<file path="src/design/pgsc_pkg.sv">
// Package for the PCM gain/clamp block: word types, formats and constants.
`default_nettype none
package pgsc_pkg;

  localparam int unsigned SampleW = 32;
  localparam int unsigned GainW   = 17;
  localparam int unsigned CfgIdxW = 1;
  localparam int unsigned CfgW    = GainW;

  localparam logic [GainW-1:0] GainUnity = 17'h10000;
  localparam logic [1:0]       FmtReset  = 2'd0;

  localparam logic [CfgIdxW-1:0] CfgIdxFormat = 1'd0;
  localparam logic [CfgIdxW-1:0] CfgIdxGain   = 1'd1;

  typedef enum logic [1:0] {
    FMT_S16    = 2'd0,
    FMT_S24_32 = 2'd1,
    FMT_S32    = 2'd2,
    FMT_S24_P3 = 2'd3
  } fmt_e;

  typedef struct packed {
    logic [SampleW-1:0] sample_word;
    logic               end_of_block;
  } in_word_t;

  typedef struct packed {
    logic [SampleW-1:0] scaled_word;
    logic               block_done;
  } out_word_t;

  typedef struct packed {
    fmt_e             sample_format;
    logic [GainW-1:0] gain_level;
  } cfg_t;

endpackage
`default_nettype wire

</file>
<file path="src/design/pcm_gain_scale_clamp.sv">
// Top level of the PCM digital volume block: input register, gain datapath, result register.
//
//   channel | direction | handshake              | payload
//   in      | input     | in_valid_i / in_stall_o | in_word_i  (sample_word, end_of_block)
//   out     | output    | out_valid_o / out_stall_i | out_word_o (scaled_word, block_done)
//   cfg     | input     | cfg_we_i               | cfg_idx_i, cfg_data_i
//
// One word per cycle sustained while the output is not stalled; each accepted word passes
// the input register and then the result register around the multiplier before output.
// Reset empties both stages and loads format 0 and unity gain.
// Output stall holds the result register; the input register keeps taking words while it
// is empty or can move forward, so in_stall_o rises only when both stages are full.
`default_nettype none
module pcm_gain_scale_clamp
  import pgsc_pkg::*;
(
  input  wire logic               clk_i,
  input  wire logic               rst_ni,
  input  wire logic               in_valid_i,
  output      logic               in_stall_o,
  input  wire in_word_t           in_word_i,
  output      logic               out_valid_o,
  input  wire logic               out_stall_i,
  output      out_word_t          out_word_o,
  input  wire logic               cfg_we_i,
  input  wire logic [CfgIdxW-1:0] cfg_idx_i,
  input  wire logic [CfgW-1:0]    cfg_data_i
);

  cfg_t      cfg_q;
  logic      s1_valid_q;
  in_word_t  s1_word_q;
  logic      out_valid_q;
  out_word_t out_word_q;
  out_word_t out_word_d;
  logic      out_adv;
  logic      s1_adv;

  assign out_adv    = !out_valid_q || !out_stall_i;
  assign s1_adv     = !s1_valid_q || out_adv;
  assign in_stall_o = !s1_adv;

  always_ff @(posedge clk_i or negedge rst_ni) begin
    if (!rst_ni) begin
      cfg_q.sample_format <= fmt_e'(FmtReset);
      cfg_q.gain_level    <= GainUnity;
    end else if (cfg_we_i) begin
      case (cfg_idx_i)
        CfgIdxFormat: cfg_q.sample_format <= fmt_e'(cfg_data_i[1:0]);
        CfgIdxGain:   cfg_q.gain_level    <= cfg_data_i[GainW-1:0];
        default:      cfg_q               <= cfg_q;
      endcase
    end
  end

  always_ff @(posedge clk_i or negedge rst_ni) begin
    if (!rst_ni) begin
      s1_valid_q  <= 1'b0;
      out_valid_q <= 1'b0;
    end else begin
      if (s1_adv) begin
        s1_valid_q <= in_valid_i;
      end
      if (out_adv) begin
        out_valid_q <= s1_valid_q;
      end
    end
  end

  always_ff @(posedge clk_i) begin
    if (s1_adv) begin
      s1_word_q <= in_word_i;
    end
    if (out_adv) begin
      out_word_q <= out_word_d;
    end
  end

  pgsc_scale u_scale (
    .cfg_i  (cfg_q),
    .word_i (s1_word_q),
    .word_o (out_word_d)
  );

  assign out_valid_o = out_valid_q;
  assign out_word_o  = out_word_q;

endmodule
`default_nettype wire

</file>
<file path="src/design/pgsc_scale.sv">
// Gain datapath: sign extend, multiply, round half away from zero, clamp, repack.
`default_nettype none
module pgsc_scale
  import pgsc_pkg::*;
(
  input  cfg_t      cfg_i,
  input  in_word_t  word_i,
  output out_word_t word_o
);

  logic [SampleW-1:0] w;
  logic [SampleW:0]   s;
  logic [SampleW:0]   maxv;
  logic [SampleW-1:0] mask;
  logic               neg;
  logic [SampleW-1:0] mag;
  logic [47:0]        prod;
  logic [SampleW-1:0] q;
  logic [SampleW:0]   qc;
  logic [SampleW:0]   r;
  logic [SampleW-1:0] res;
  logic               bypass;

  assign w = word_i.sample_word;

  always_comb begin
    case (cfg_i.sample_format)
      FMT_S16: begin
        s    = {{17{w[15]}}, w[15:0]};
        maxv = 33'h0_0000_7FFF;
        mask = 32'h0000_FFFF;
      end
      FMT_S32: begin
        s    = {w[31], w};
        maxv = 33'h0_7FFF_FFFF;
        mask = 32'hFFFF_FFFF;
      end
      default: begin
        s    = {{9{w[23]}}, w[23:0]};
        maxv = 33'h0_007F_FFFF;
        mask = 32'h00FF_FFFF;
      end
    endcase
  end

  assign neg  = s[SampleW];
  assign mag  = neg ? SampleW'(-s) : s[SampleW-1:0];
  assign prod = 48'(mag) * 48'(cfg_i.gain_level[15:0]) + 48'd32768;
  assign q    = prod[47:16];

  always_comb begin
    qc = {1'b0, q};
    if (!neg && qc > maxv) begin
      qc = maxv;
    end else if (neg && qc > maxv + 33'd1) begin
      qc = maxv + 33'd1;
    end
  end

  assign r = neg ? -qc : qc;

  // gain at or above unity skips scaling; the format mask is still applied, except for S24_32
  assign bypass = cfg_i.gain_level >= GainUnity;
  assign res    = bypass ? w : r[SampleW-1:0];

  // 24-bit in a 32-bit word keeps its upper byte on bypass
  assign word_o.scaled_word  = (bypass && cfg_i.sample_format == FMT_S24_32) ? res
                                                                             : res & mask;
  assign word_o.block_done   = word_i.end_of_block;

endmodule
`default_nettype wire

</file>
<file path="config.mk">
export PLATFORM = sky130hd
export DESIGN_NAME = pcm_gain_scale_clamp
export DESIGN_NICKNAME = d
export VERILOG_FILES = /design/src/design/pgsc_pkg.sv /design/src/design/pcm_gain_scale_clamp.sv /design/src/design/pgsc_scale.sv
export SDC_FILE = /design/constraint.sdc
export NUM_CORES = 1
export LEC_CHECK = 0
export BUFFER_PORTS_ARGS = -buffer_cell sky130_fd_sc_hd__buf_2
export CAP_MARGIN = 20
export CORE_AREA = 2 2 212 214
export CTS_CLUSTER_DIAMETER = 80
export DETAILED_ROUTE_END_ITERATION = 12
export DIE_AREA = 0 0 214 216
export GPL_TIMING_DRIVEN = 0
export PLACE_DENSITY = 0.72
export SLEW_MARGIN = 5
export SYNTH_ARGS = -nofsm -noshare
export SYNTH_HDL_FRONTEND = slang
export SYNTH_SLANG_ARGS = --single-unit
export TNS_END_PERCENT = 30
</file>
<file path="constraint.sdc">
create_clock -name clk_i -period 12.2 [get_ports clk_i]
set_input_delay 3.66 -clock clk_i [delete_from_list [all_inputs] [get_ports clk_i]]
set_output_delay 3.66 -clock clk_i [all_outputs]
set_load 0.005 [all_outputs]
</file>
### Yosys cells after proc, flatten, opt, wreduce, memory -nomap -nowiden

Index checks and enable logic that the tools add are counted.
W data, S select, Z words.

* bits in registers: 87
* bits of input ports: 56
* output and inout bits: 35
* word-level logic and storage cells: 42

* add/subtract/negate cells: 4
* $mul: 1
* $lt $le $gt $ge: 3
* eq/ne operators: 2
* mux-type cells: 9
* bitwise gates (word level): 2
* reductions and logical operators: 13

Operators with widths (count)
* $mux W32: 6
* $pmux W33 S2: 1
* $neg A32 Y32: 2
* $pmux W32 S2: 1
* $pmux W31 S2: 1
* $add A48 B16 Y48 const B: 1
* $mul A32 B16 Y48: 1
* $gt A32 B33 Y1: 1
* $add A31 B1 Y32 const B: 1
* $and A32 B32 Y32: 1
* $gt A32 B31 Y1: 1
* $ge A17 B17 Y1 const B: 1
* $logic_not A1 Y1: 5
* $reduce_and A2 Y1: 2
* $logic_and A1 B1 Y1: 3
* $eq A2 B1 Y1 const B: 1
* $eq A2 B2 Y1 const B: 1
* $logic_not A2 Y1: 1
* $logic_or A1 B1 Y1: 2
* $not A1 Y1: 1

### Longest topological paths before layout

Gate-level depths: netlist of run 1.

* word-level depth: 15
* mapped depth: 52
* mapped depth without buffers: 49

### By module

Synthesis of run 1 repeated with hierarchy kept, for this count alone.

* cell total of the unflattened synthesis: 2711
* area total of the unflattened synthesis: 23388.7 um^2

Modules (own cells, without submodules)
* pgsc_scale: instances 1, cells an instance 2597, area an instance 20566.0 um^2, sequential area each 0.0 um^2
* pcm_gain_scale_clamp: instances 1, cells an instance 114, area an instance 2822.7 um^2, sequential area each 2508.7 um^2

### Least setup slack after synthesis of run 1

Ideal clock, no wire load.

* kind: register to register
* start point: register s1_word_q[10] (netlist bit)
* end point: register out_word_q, in the netlist out_word_o[11], data pin
* setup time: 256 ps
* arrival: 12219 ps
* data required time: 11944 ps
* slack: -276 ps
* cell stages (with the launch flop): 48
* path buffers: 6
* period minus slack after synthesis: 12476 ps
* cell sequence: edfxtp_1 or4_1 or3_1 a2111oi_0 o21ai_0 o21bai_1 nor4_1 o21ai_0 a21oi_1 clkbuf_1 nand2_1 fa_1 fa_1 inv_1 fa_1 fa_1 fa_1 inv_1 [... 12 more ...] xor2_1 ha_1 nand4_1 nand2b_1 nor2_1 nor4bb_1 nor4b_1 nand4_1 or4b_1 and3_1 buf_2 clkbuf_1 a21oi_1 ha_1 clkbuf_1 o2111ai_1 a221o_1 a22o_1

RTL lines
* start: declaration: line pcm_gain_scale_clamp.sv:32 `in_word_t s1_word_q;`
* start signal: assignment: line pcm_gain_scale_clamp.sv:72 `s1_word_q <= in_word_i;`
* end signal: assignment: line pcm_gain_scale_clamp.sv:75 `out_word_q <= out_word_d;`
* end: declaration: line pcm_gain_scale_clamp.sv:34 `out_word_t out_word_q;`

==> results of run 1 <==
## final cells by class
class	count	area share (%)
well taps	592	2.72
clock inverters	7	0.298
multi-input cells	1942	71.2
plain buffers	116	2.61
diodes	1	0.00918
inverters	541	7.45
clock buffers	9	0.826
repair buffers	222	5.73
flip-flops and latches	87	9.21
## flip-flops by register name, indices dropped and copies added, names as in the netlist
name and count:
s1_word_q 33, out_word_o 33, s1_valid_q 1, out_valid_o 1, cfg_q 19
## worst paths after layout
kind,end,depth (start not counted),slack (ns),start
worst min-delay path,out_word_o[0],0,0.45,s1_word_q[0]
worst max register to register,out_word_o[11],46,0.007,s1_word_q[10]
worst max-delay path,out_word_o[11],46,0.007,s1_word_q[10]
min in group asynchronous,cfg_q[6],1,3.31,rst_ni
worst min register to register,out_word_o[0],0,0.45,s1_word_q[0]
max in group asynchronous,s1_valid_q,1,8.39,rst_ni
## routing by layer
layer  GRT usage (%)  routed length [um]  up-vias  part of all wire, %
li1                -                   -     8935                    -
met1            45.7               31200    10600                   38
met2            57.9               38400     1146                   46
met3            6.33                8020      332                  9.7
met4            19.9                5380        0                  6.5
met5               0                   0        -                    0
## cells in the final DEF (no fill, tap or decap), types with 18 or more instances in the layout
master and count:
a21o_1 23, a21oi_1 88, and2_1 214, buf_2 99
buf_4 122, buf_6 18, clkbuf_1 64, dfrtp_1 20
edfxtp_1 66, fa_1 412, ha_1 156, inv_1 534
mux2_2 21, nand2_1 397, nand3_1 30, nand4_1 31
nor2_1 81, nor3_1 26, o21ai_0 61, xnor2_1 24
## cell families after synthesis
kind of cell	Yosys count	synth area share, %
AO/OA/AOI/OAI	354	10.1
XOR/XNOR	55	2.11
adder cells (fa/ha/maj)	590	45.4
buffers and inverters	672	11.0
flip-flops	87	10.8
multiplexers	26	1.26
other	1	0.0162
AND/OR/NAND/NOR	910	19.2
## synthesized netlist by cell type (5+ instances only)
master     count  area, um2
a2111oi_0      7       61.3
a211oi_1       7       52.6
a21o_1        24        180
a21oi_1      105        526
a221oi_1       7       61.3
a31oi_1       12       75.1
and2_1       218       1360
and3_1         8       50.1
and4_1         7       61.3
buf_2         10       50.1
clkbuf_1     116        435
dfrtp_1       20        500
edfxtp_1      66       1980
fa_1         417       8350
ha_1         173       2160
inv_1        539       2020
mux2_2        21        236
nand2_1      408       1530
nand2b_1      12       75.1
nand3_1       33        165
nand4_1       31        194
nor2_1        95        357
nor2b_1        5       31.3
nor3_1        32        160
nor4_1         8       50.1
o211ai_1       9       67.6
o21a_1         7       52.6
o21ai_0       78        390
o21ai_1        8       40.0
o21bai_1       9       67.6
o31ai_1       14        105
o32ai_1        5       43.8
o41ai_1        5       43.8
or2_2          8       50.1
or3_1         19        119
or4_1          6       45.0
xnor2_1       41        359
xor2_1        13        114
## critical path: cells and delay by family, from the launching register on
kind | cells | cell delay, ns
AO/OA/AOI/OAI | 12 | 2.24
adder cells (fa/ha/maj) | 9 | 3.90
buffers and inverters | 10 | 1.15
flip-flops | 1 | 0.47
AND/OR/NAND/NOR | 15 | 4.16
## per-stage QoR
stage                     hold WS, ns  utilization, %  TNS [ns]  worst slack, ns
after floorplan                 0.400               -         0           0.0231
after global placement          0.417            55.6    -84.68            -3.37
after detailed placement        0.405            55.9    -74.44            -3.07
after CTS                       0.443            59.8         0         0.000922
after global routing            0.459            62.2     -1.76           -0.201
final                           0.446            62.2         0          0.00679
## what timing repair did
item                       CTS  global route
buffers inserted            55            64
resized for setup          219           150
pin swaps                   58            86
hold endpoints to repair     0             0
setup endpoints to repair   32            31
==> impl_metrics.py, run 1 <==
metrics = {
    "synthesis": {
        "syn_avg_cell_area_um2": 8.59,
        "async_flop_share_pct": 24.1,
        "syn-cell-area_mm2": 0.0231,
        "synth_edf_count": 66,
        "yosysUniqueCellTypes": 94,
        "ys_seq_elements": 87,
        "ys_warn_count": 0,
        "synth-seq-area-share_pct": 10.8,
        "netlist_instances": 2695,
        "synth_ff_type": "edfxtp_1",
    },
    "sta": {
        "hold_violations": 0,
        "max_slew_margin_pct": 27.1,
        "setup_violations": 0,
        "fin_crit_sh_pct": 99.9,
        "fin_crit_ns": 12.19,
        "rsz0062_at_grt": "yes",
        "fin_skew_ns": 0.0240,
        "max_freq_mhz": 82.0,
        "maxSlewViolCount": 0,
        "worst_slew_pin_slew_ns": 1.09,
    },
    "cells_and_area": {
        "drive_gt1_share_pct": 17.2,
        "final_cells": 3517,
        "fillers": 3762,
        "final-seq-area_mm2": 0.00251,
        "fin_nets": 3565,
        "multi_input_area_mm2": 0.0194,
        "finalInstanceArea_mm2": 0.0273,
        "area_delta_synth_final_pct": 17.7,
    },
    "floorplan": {
        "ios": 91,
        "core_area_mm2": 0.0438,
        "placementRows": 77,
        "die-area_mm2": 0.0462,
        "die_w_um": 214,
        "initial_utilization_pct": 52.8,
        "die_h_um": 216,
    },
    "outcome": {
        "outcome": "finished, final reports clean",
    },
    "clock_network": {
        "cts_root_buf": "clkbuf_16",
        "clk_latency_ns": 0.40,
        "cts_sinks": 87,
        "h-tree-depth": 3,
        "holdBufCountCts": 0,
        "cts_max_path_buffers": 2,
        "numCtsBuffers": 9,
        "tritoncts": "yes",
        "path_clk_slew_ns": 0.08,
    },
    "detailed_routing": {
        "wl_per_cell_um": 23.6,
        "dr.pass1.iters": 8,
        "drt_iter0_drc": 2338,
        "antenna_left": 0,
        "routed_wl_um": 82900,
        "route.detailed.drc": 0,
        "vias": 21000,
        "vias_per_cell": 5.96,
    },
    "placement": {
        "place.gp.congestion": 1.01,
        "dp.cells": 3395,
        "dp_hpwl_um": 64500,
        "dpl_cell_area_mm2": 0.0245,
        "io_buffers": 90,
    },
    "grt": {
        "grt_first_pass_wirelength_um": 125000,
        "grt_pass1_vias": 21500,
        "grt_max_degree": 35,
        "antenna_found_initial": 1,
        "grt_util_all_layers_pct": 35.8,
        "grt_overflow_total": 0,
    },
    "critical_path": {
        "worstPathRequired_ns": 12.35,
        "slowest_stage": "fa_1",
        "arrival_ns": 12.35,
        "cp-end-kind": "register",
        "worstSetupPathType": "register to register",
        "cpMostUsedCell": "fa_1",
        "worst_setup_path_start_kind": "register",
        "crit_fanout": 7,
        "slowest_delay_ns": 0.62,
    },
    "worst_hold_path": {
        "min_path_type": "register to register",
    },
    "flow_run": {
        "cap_violations": 0,
    },
}
Power of run 1 is left out: the tool's default activity adds up to more than one toggle a clock period on the data nets, which glitch-free logic cannot reach.
==> inputs of run 2 (changes only) <==
--- a/config.mk
+++ b/config.mk
@@ -5,12 +5,13 @@
 export SDC_FILE = /design/constraint.sdc
 export NUM_CORES = 1
 export LEC_CHECK = 0
+export ABC_AREA = 1
 export BUFFER_PORTS_ARGS = -buffer_cell sky130_fd_sc_hd__buf_2
 export CAP_MARGIN = 20
-export CORE_AREA = 2 2 212 214
+export CORE_AREA = 2 2 213 215
 export CTS_CLUSTER_DIAMETER = 80
 export DETAILED_ROUTE_END_ITERATION = 12
-export DIE_AREA = 0 0 214 216
+export DIE_AREA = 0 0 215 217
 export GPL_TIMING_DRIVEN = 0
 export PLACE_DENSITY = 0.72
 export SLEW_MARGIN = 5
==> run 2 against run 1 <==
  * Register-to-register slack better by 0.39 ns
  * Clock-buffer cell count stayed put
  * Synthesized cell count is 15% higher
  * Final cell count is 9.0% higher
  * Worst hold slack worse by 0.020 ns
  * Critical path depth is 11 higher
  * First-iteration DRC count is 12% lower
  * Non-clock buffer count is 138 lower
  * Utilization is 5.1 points lower
  * Maximum frequency is 3.3% higher
  * Global-route usage is 2.3 points lower
  * Worst setup slack better by 0.39 ns
  * Critical endpoint is now out_word_o[29]
==> impl_metrics.py, run 2 <==
metrics = {
    "outcome": {
        "outcome": "finished, final reports clean",
    },
    "cells_and_area": {
        "final_common_cell": "inv_1",
        "fillers": 4283,
        "area_delta_synth_final_pct": 9.70,
        "diodes": 0,
        "final_cell_mix": "inv_1 (750), nand2_1 (664), fa_1 (417), nor2_1 (384), ha_1 (161)",
        "fin_nets": 3876,
        "drive_gt1_share_pct": 9.83,
    },
    "sta": {
        "max_freq_mhz": 84.7,
        "fin_ws_ns": 0.395,
        "setup_violations": 0,
        "max_slew_margin_pct": 32.0,
        "fin_crit_ns": 11.80,
        "worst_slew_pin_slew_ns": 1.02,
        "maxSlewViolCount": 0,
        "fin_crit_sh_pct": 96.8,
        "hold_violations": 0,
        "fin_skew_ns": 0.0171,
    },
    "synthesis": {
        "syn_avg_cell_area_um2": 7.50,
        "synth_edf_count": 66,
        "synth_ff_type": "edfxtp_1",
        "syn-cell-area_mm2": 0.0232,
        "synthTopCellsByArea": "fa_1 (36%), inv_1 (12%), nand2_1 (11%)",
        "synth-seq-area-share_pct": 10.8,
        "netlist_instances": 3099,
        "synth_top_area_share_pct": 35.9,
        "async_flop_share_pct": 24.1,
        "synth_most_common_cell": "inv_1",
        "ys_warn_count": 0,
        "ys_seq_elements": 87,
        "yosysUniqueCellTypes": 58,
        "yosysTopAreaCell": "fa_1",
        "synth_common_cells": "inv_1 (759), nand2_1 (686), fa_1 (417)",
    },
    "worst_hold_path": {
        "hold_depth": 0,
        "min_to": "out_word_o[0]",
        "hold_start": "s1_word_q[0]",
        "min_path_type": "register to register",
    },
    "placement": {
        "dp_hpwl_um": 63300,
        "place.gp.congestion": 1.01,
        "io_buffers": 90,
        "place_ws_ns": -1.32,
    },
    "critical_path": {
        "crit_family": "adder cells",
        "slowest_stage": "fa_1",
        "worst_setup_path_start_kind": "register",
        "worstSetupPathType": "register to register",
        "cp.buffers_inverters": 11,
        "arrival_ns": 11.95,
        "cpMostUsedCell": "nand2_1",
        "cp-end-kind": "register",
        "timing.rr.start": "cfg_q[18]",
        "r2r_setup_slack_ns": 0.40,
        "worstPathRequired_ns": 12.35,
        "crit_fanout": 10,
        "reg2reg_to": "out_word_o[29]",
        "r2r_cells": 57,
        "slowest_delay_ns": 0.59,
    },
    "clock_network": {
        "cts_max_path_buffers": 2,
        "holdBufCountCts": 0,
        "cts_root_buf": "clkbuf_16",
        "tritoncts": "yes",
        "cts_sinks": 87,
        "path_clk_slew_ns": 0.08,
        "numCtsBuffers": 9,
        "h-tree-depth": 3,
        "clk_latency_ns": 0.39,
    },
    "detailed_routing": {
        "vias": 20800,
        "dr.pass1.iters": 6,
        "route.detailed.drc": 0,
        "wl_per_cell_um": 19.8,
        "antenna_left": 0,
        "vias_per_cell": 5.41,
        "routed_wl_um": 76100,
        "drt_iter0_drc": 2047,
    },
    "grt": {
        "busiest_layer": "met2",
        "grt_first_pass_wirelength_um": 118000,
        "met2_usage_pct": 53.5,
        "grt_overflow_total": 0,
        "grtUsageMet1_pct": 42.4,
        "antenna_found_initial": 1,
        "grt_pass1_vias": 21100,
        "grt_max_degree": 36,
        "grt_util_met3_pct": 7.17,
        "grt_util_all_layers_pct": 33.5,
    },
    "floorplan": {
        "die_w_um": 215,
        "core_area_mm2": 0.0447,
        "die_h_um": 217,
        "placementRows": 78,
        "die-area_mm2": 0.0467,
        "initial_utilization_pct": 52.0,
        "ios": 91,
    },
    "flow_run": {
        "cap_violations": 0,
    },
}
run 2: changes by cell type in the layout (fill, tap and decap cells not counted), sizes merged, moves of 23 or more:
cell / change
buf: -120
inv: +235
mux2: -23
xnor2: -32
and2: -217
nand3: +65
nand2: +298
nor2: +309
run 2: cells by family (layout without fill, tap and decap cells):
group	after synthesis	in the layout	share of synthesized area, %
flip-flops	87	87	10.8
other	1	7	0.0161
AO/OA/AOI/OAI	244	244	5.97
buffers and inverters	875	1005	14.4
XOR/XNOR	31	31	1.27
adder cells (fa/ha/maj)	590	590	45.2
AND/OR/NAND/NOR	1271	1271	22.4
run 2: routing by layer:
layer,vias to the layer above,share of wire [%]
met3,244,9.6
met1,10000,38
met2,1067,46
met4,2,6.5
li1,9441,-
met5,-,0.016
run 2: area by class of cell:
cell class	count	area, um2	area share [%]
Buffer	84	419	1.64
Clock buffer	9	225	0.884
Clock inverter	7	73.8	0.290
Inverter	789	3000	11.8
Multi-Input combinational cell	2143	17800	70.0
Sequential cell	87	2510	9.85
Tap cell	600	751	2.95
Timing Repair Buffer	116	663	2.60
run 2: worst reg2reg max path: cells and delay by family, from the launching register on:
kind | cells | cell delay (ns)
buffers and inverters | 11 | 2.01
AO/OA/AOI/OAI | 5 | 0.90
AND/OR/NAND/NOR | 31 | 3.78
flip-flops | 1 | 0.54
adder cells (fa/ha/maj) | 9 | 4.00
XOR/XNOR | 1 | 0.36
run 2: worst max-delay path by stage:
stage,from,end,slack (ns),cells past startpoint
2_1_floorplan,s1_word_q[1],out_word_o[19],1.25,65
3_3_place_gp,cfg_q[17],out_word_o[29],-1.26,59
3_5_place_dp,s1_word_q[1],out_word_o[29],-1.32,65
4_1_cts,s1_word_q[1],out_word_o[29],0.03,63
5_1_grt,s1_word_q[1],out_word_o[29],-0.1,70
6_report,cfg_q[18],out_word_o[29],0.40,57
run 2: what timing repair did:
action,in CTS,in global routing
cloned,0,1
gates resized for setup,49,123
buffers inserted,3,21
setup endpoints to repair,32,31
pin swaps,4,39
run 2: through the flow:
step                hold WS (ns)  instances  utilization, %  cell area, um2  setup TNS, ns
floorplan                  0.400       3105               -           23300              0
global placement           0.403       3795            54.7           24500         -28.89
detailed placement         0.408       3796            54.8           24500         -29.89
CTS                        0.427       3815            55.8           24900              0
global route               0.439       3835            57.0           25500         -0.303
finish                     0.426       3835            57.0           25500              0
Power of run 2 is left out for the same reason.
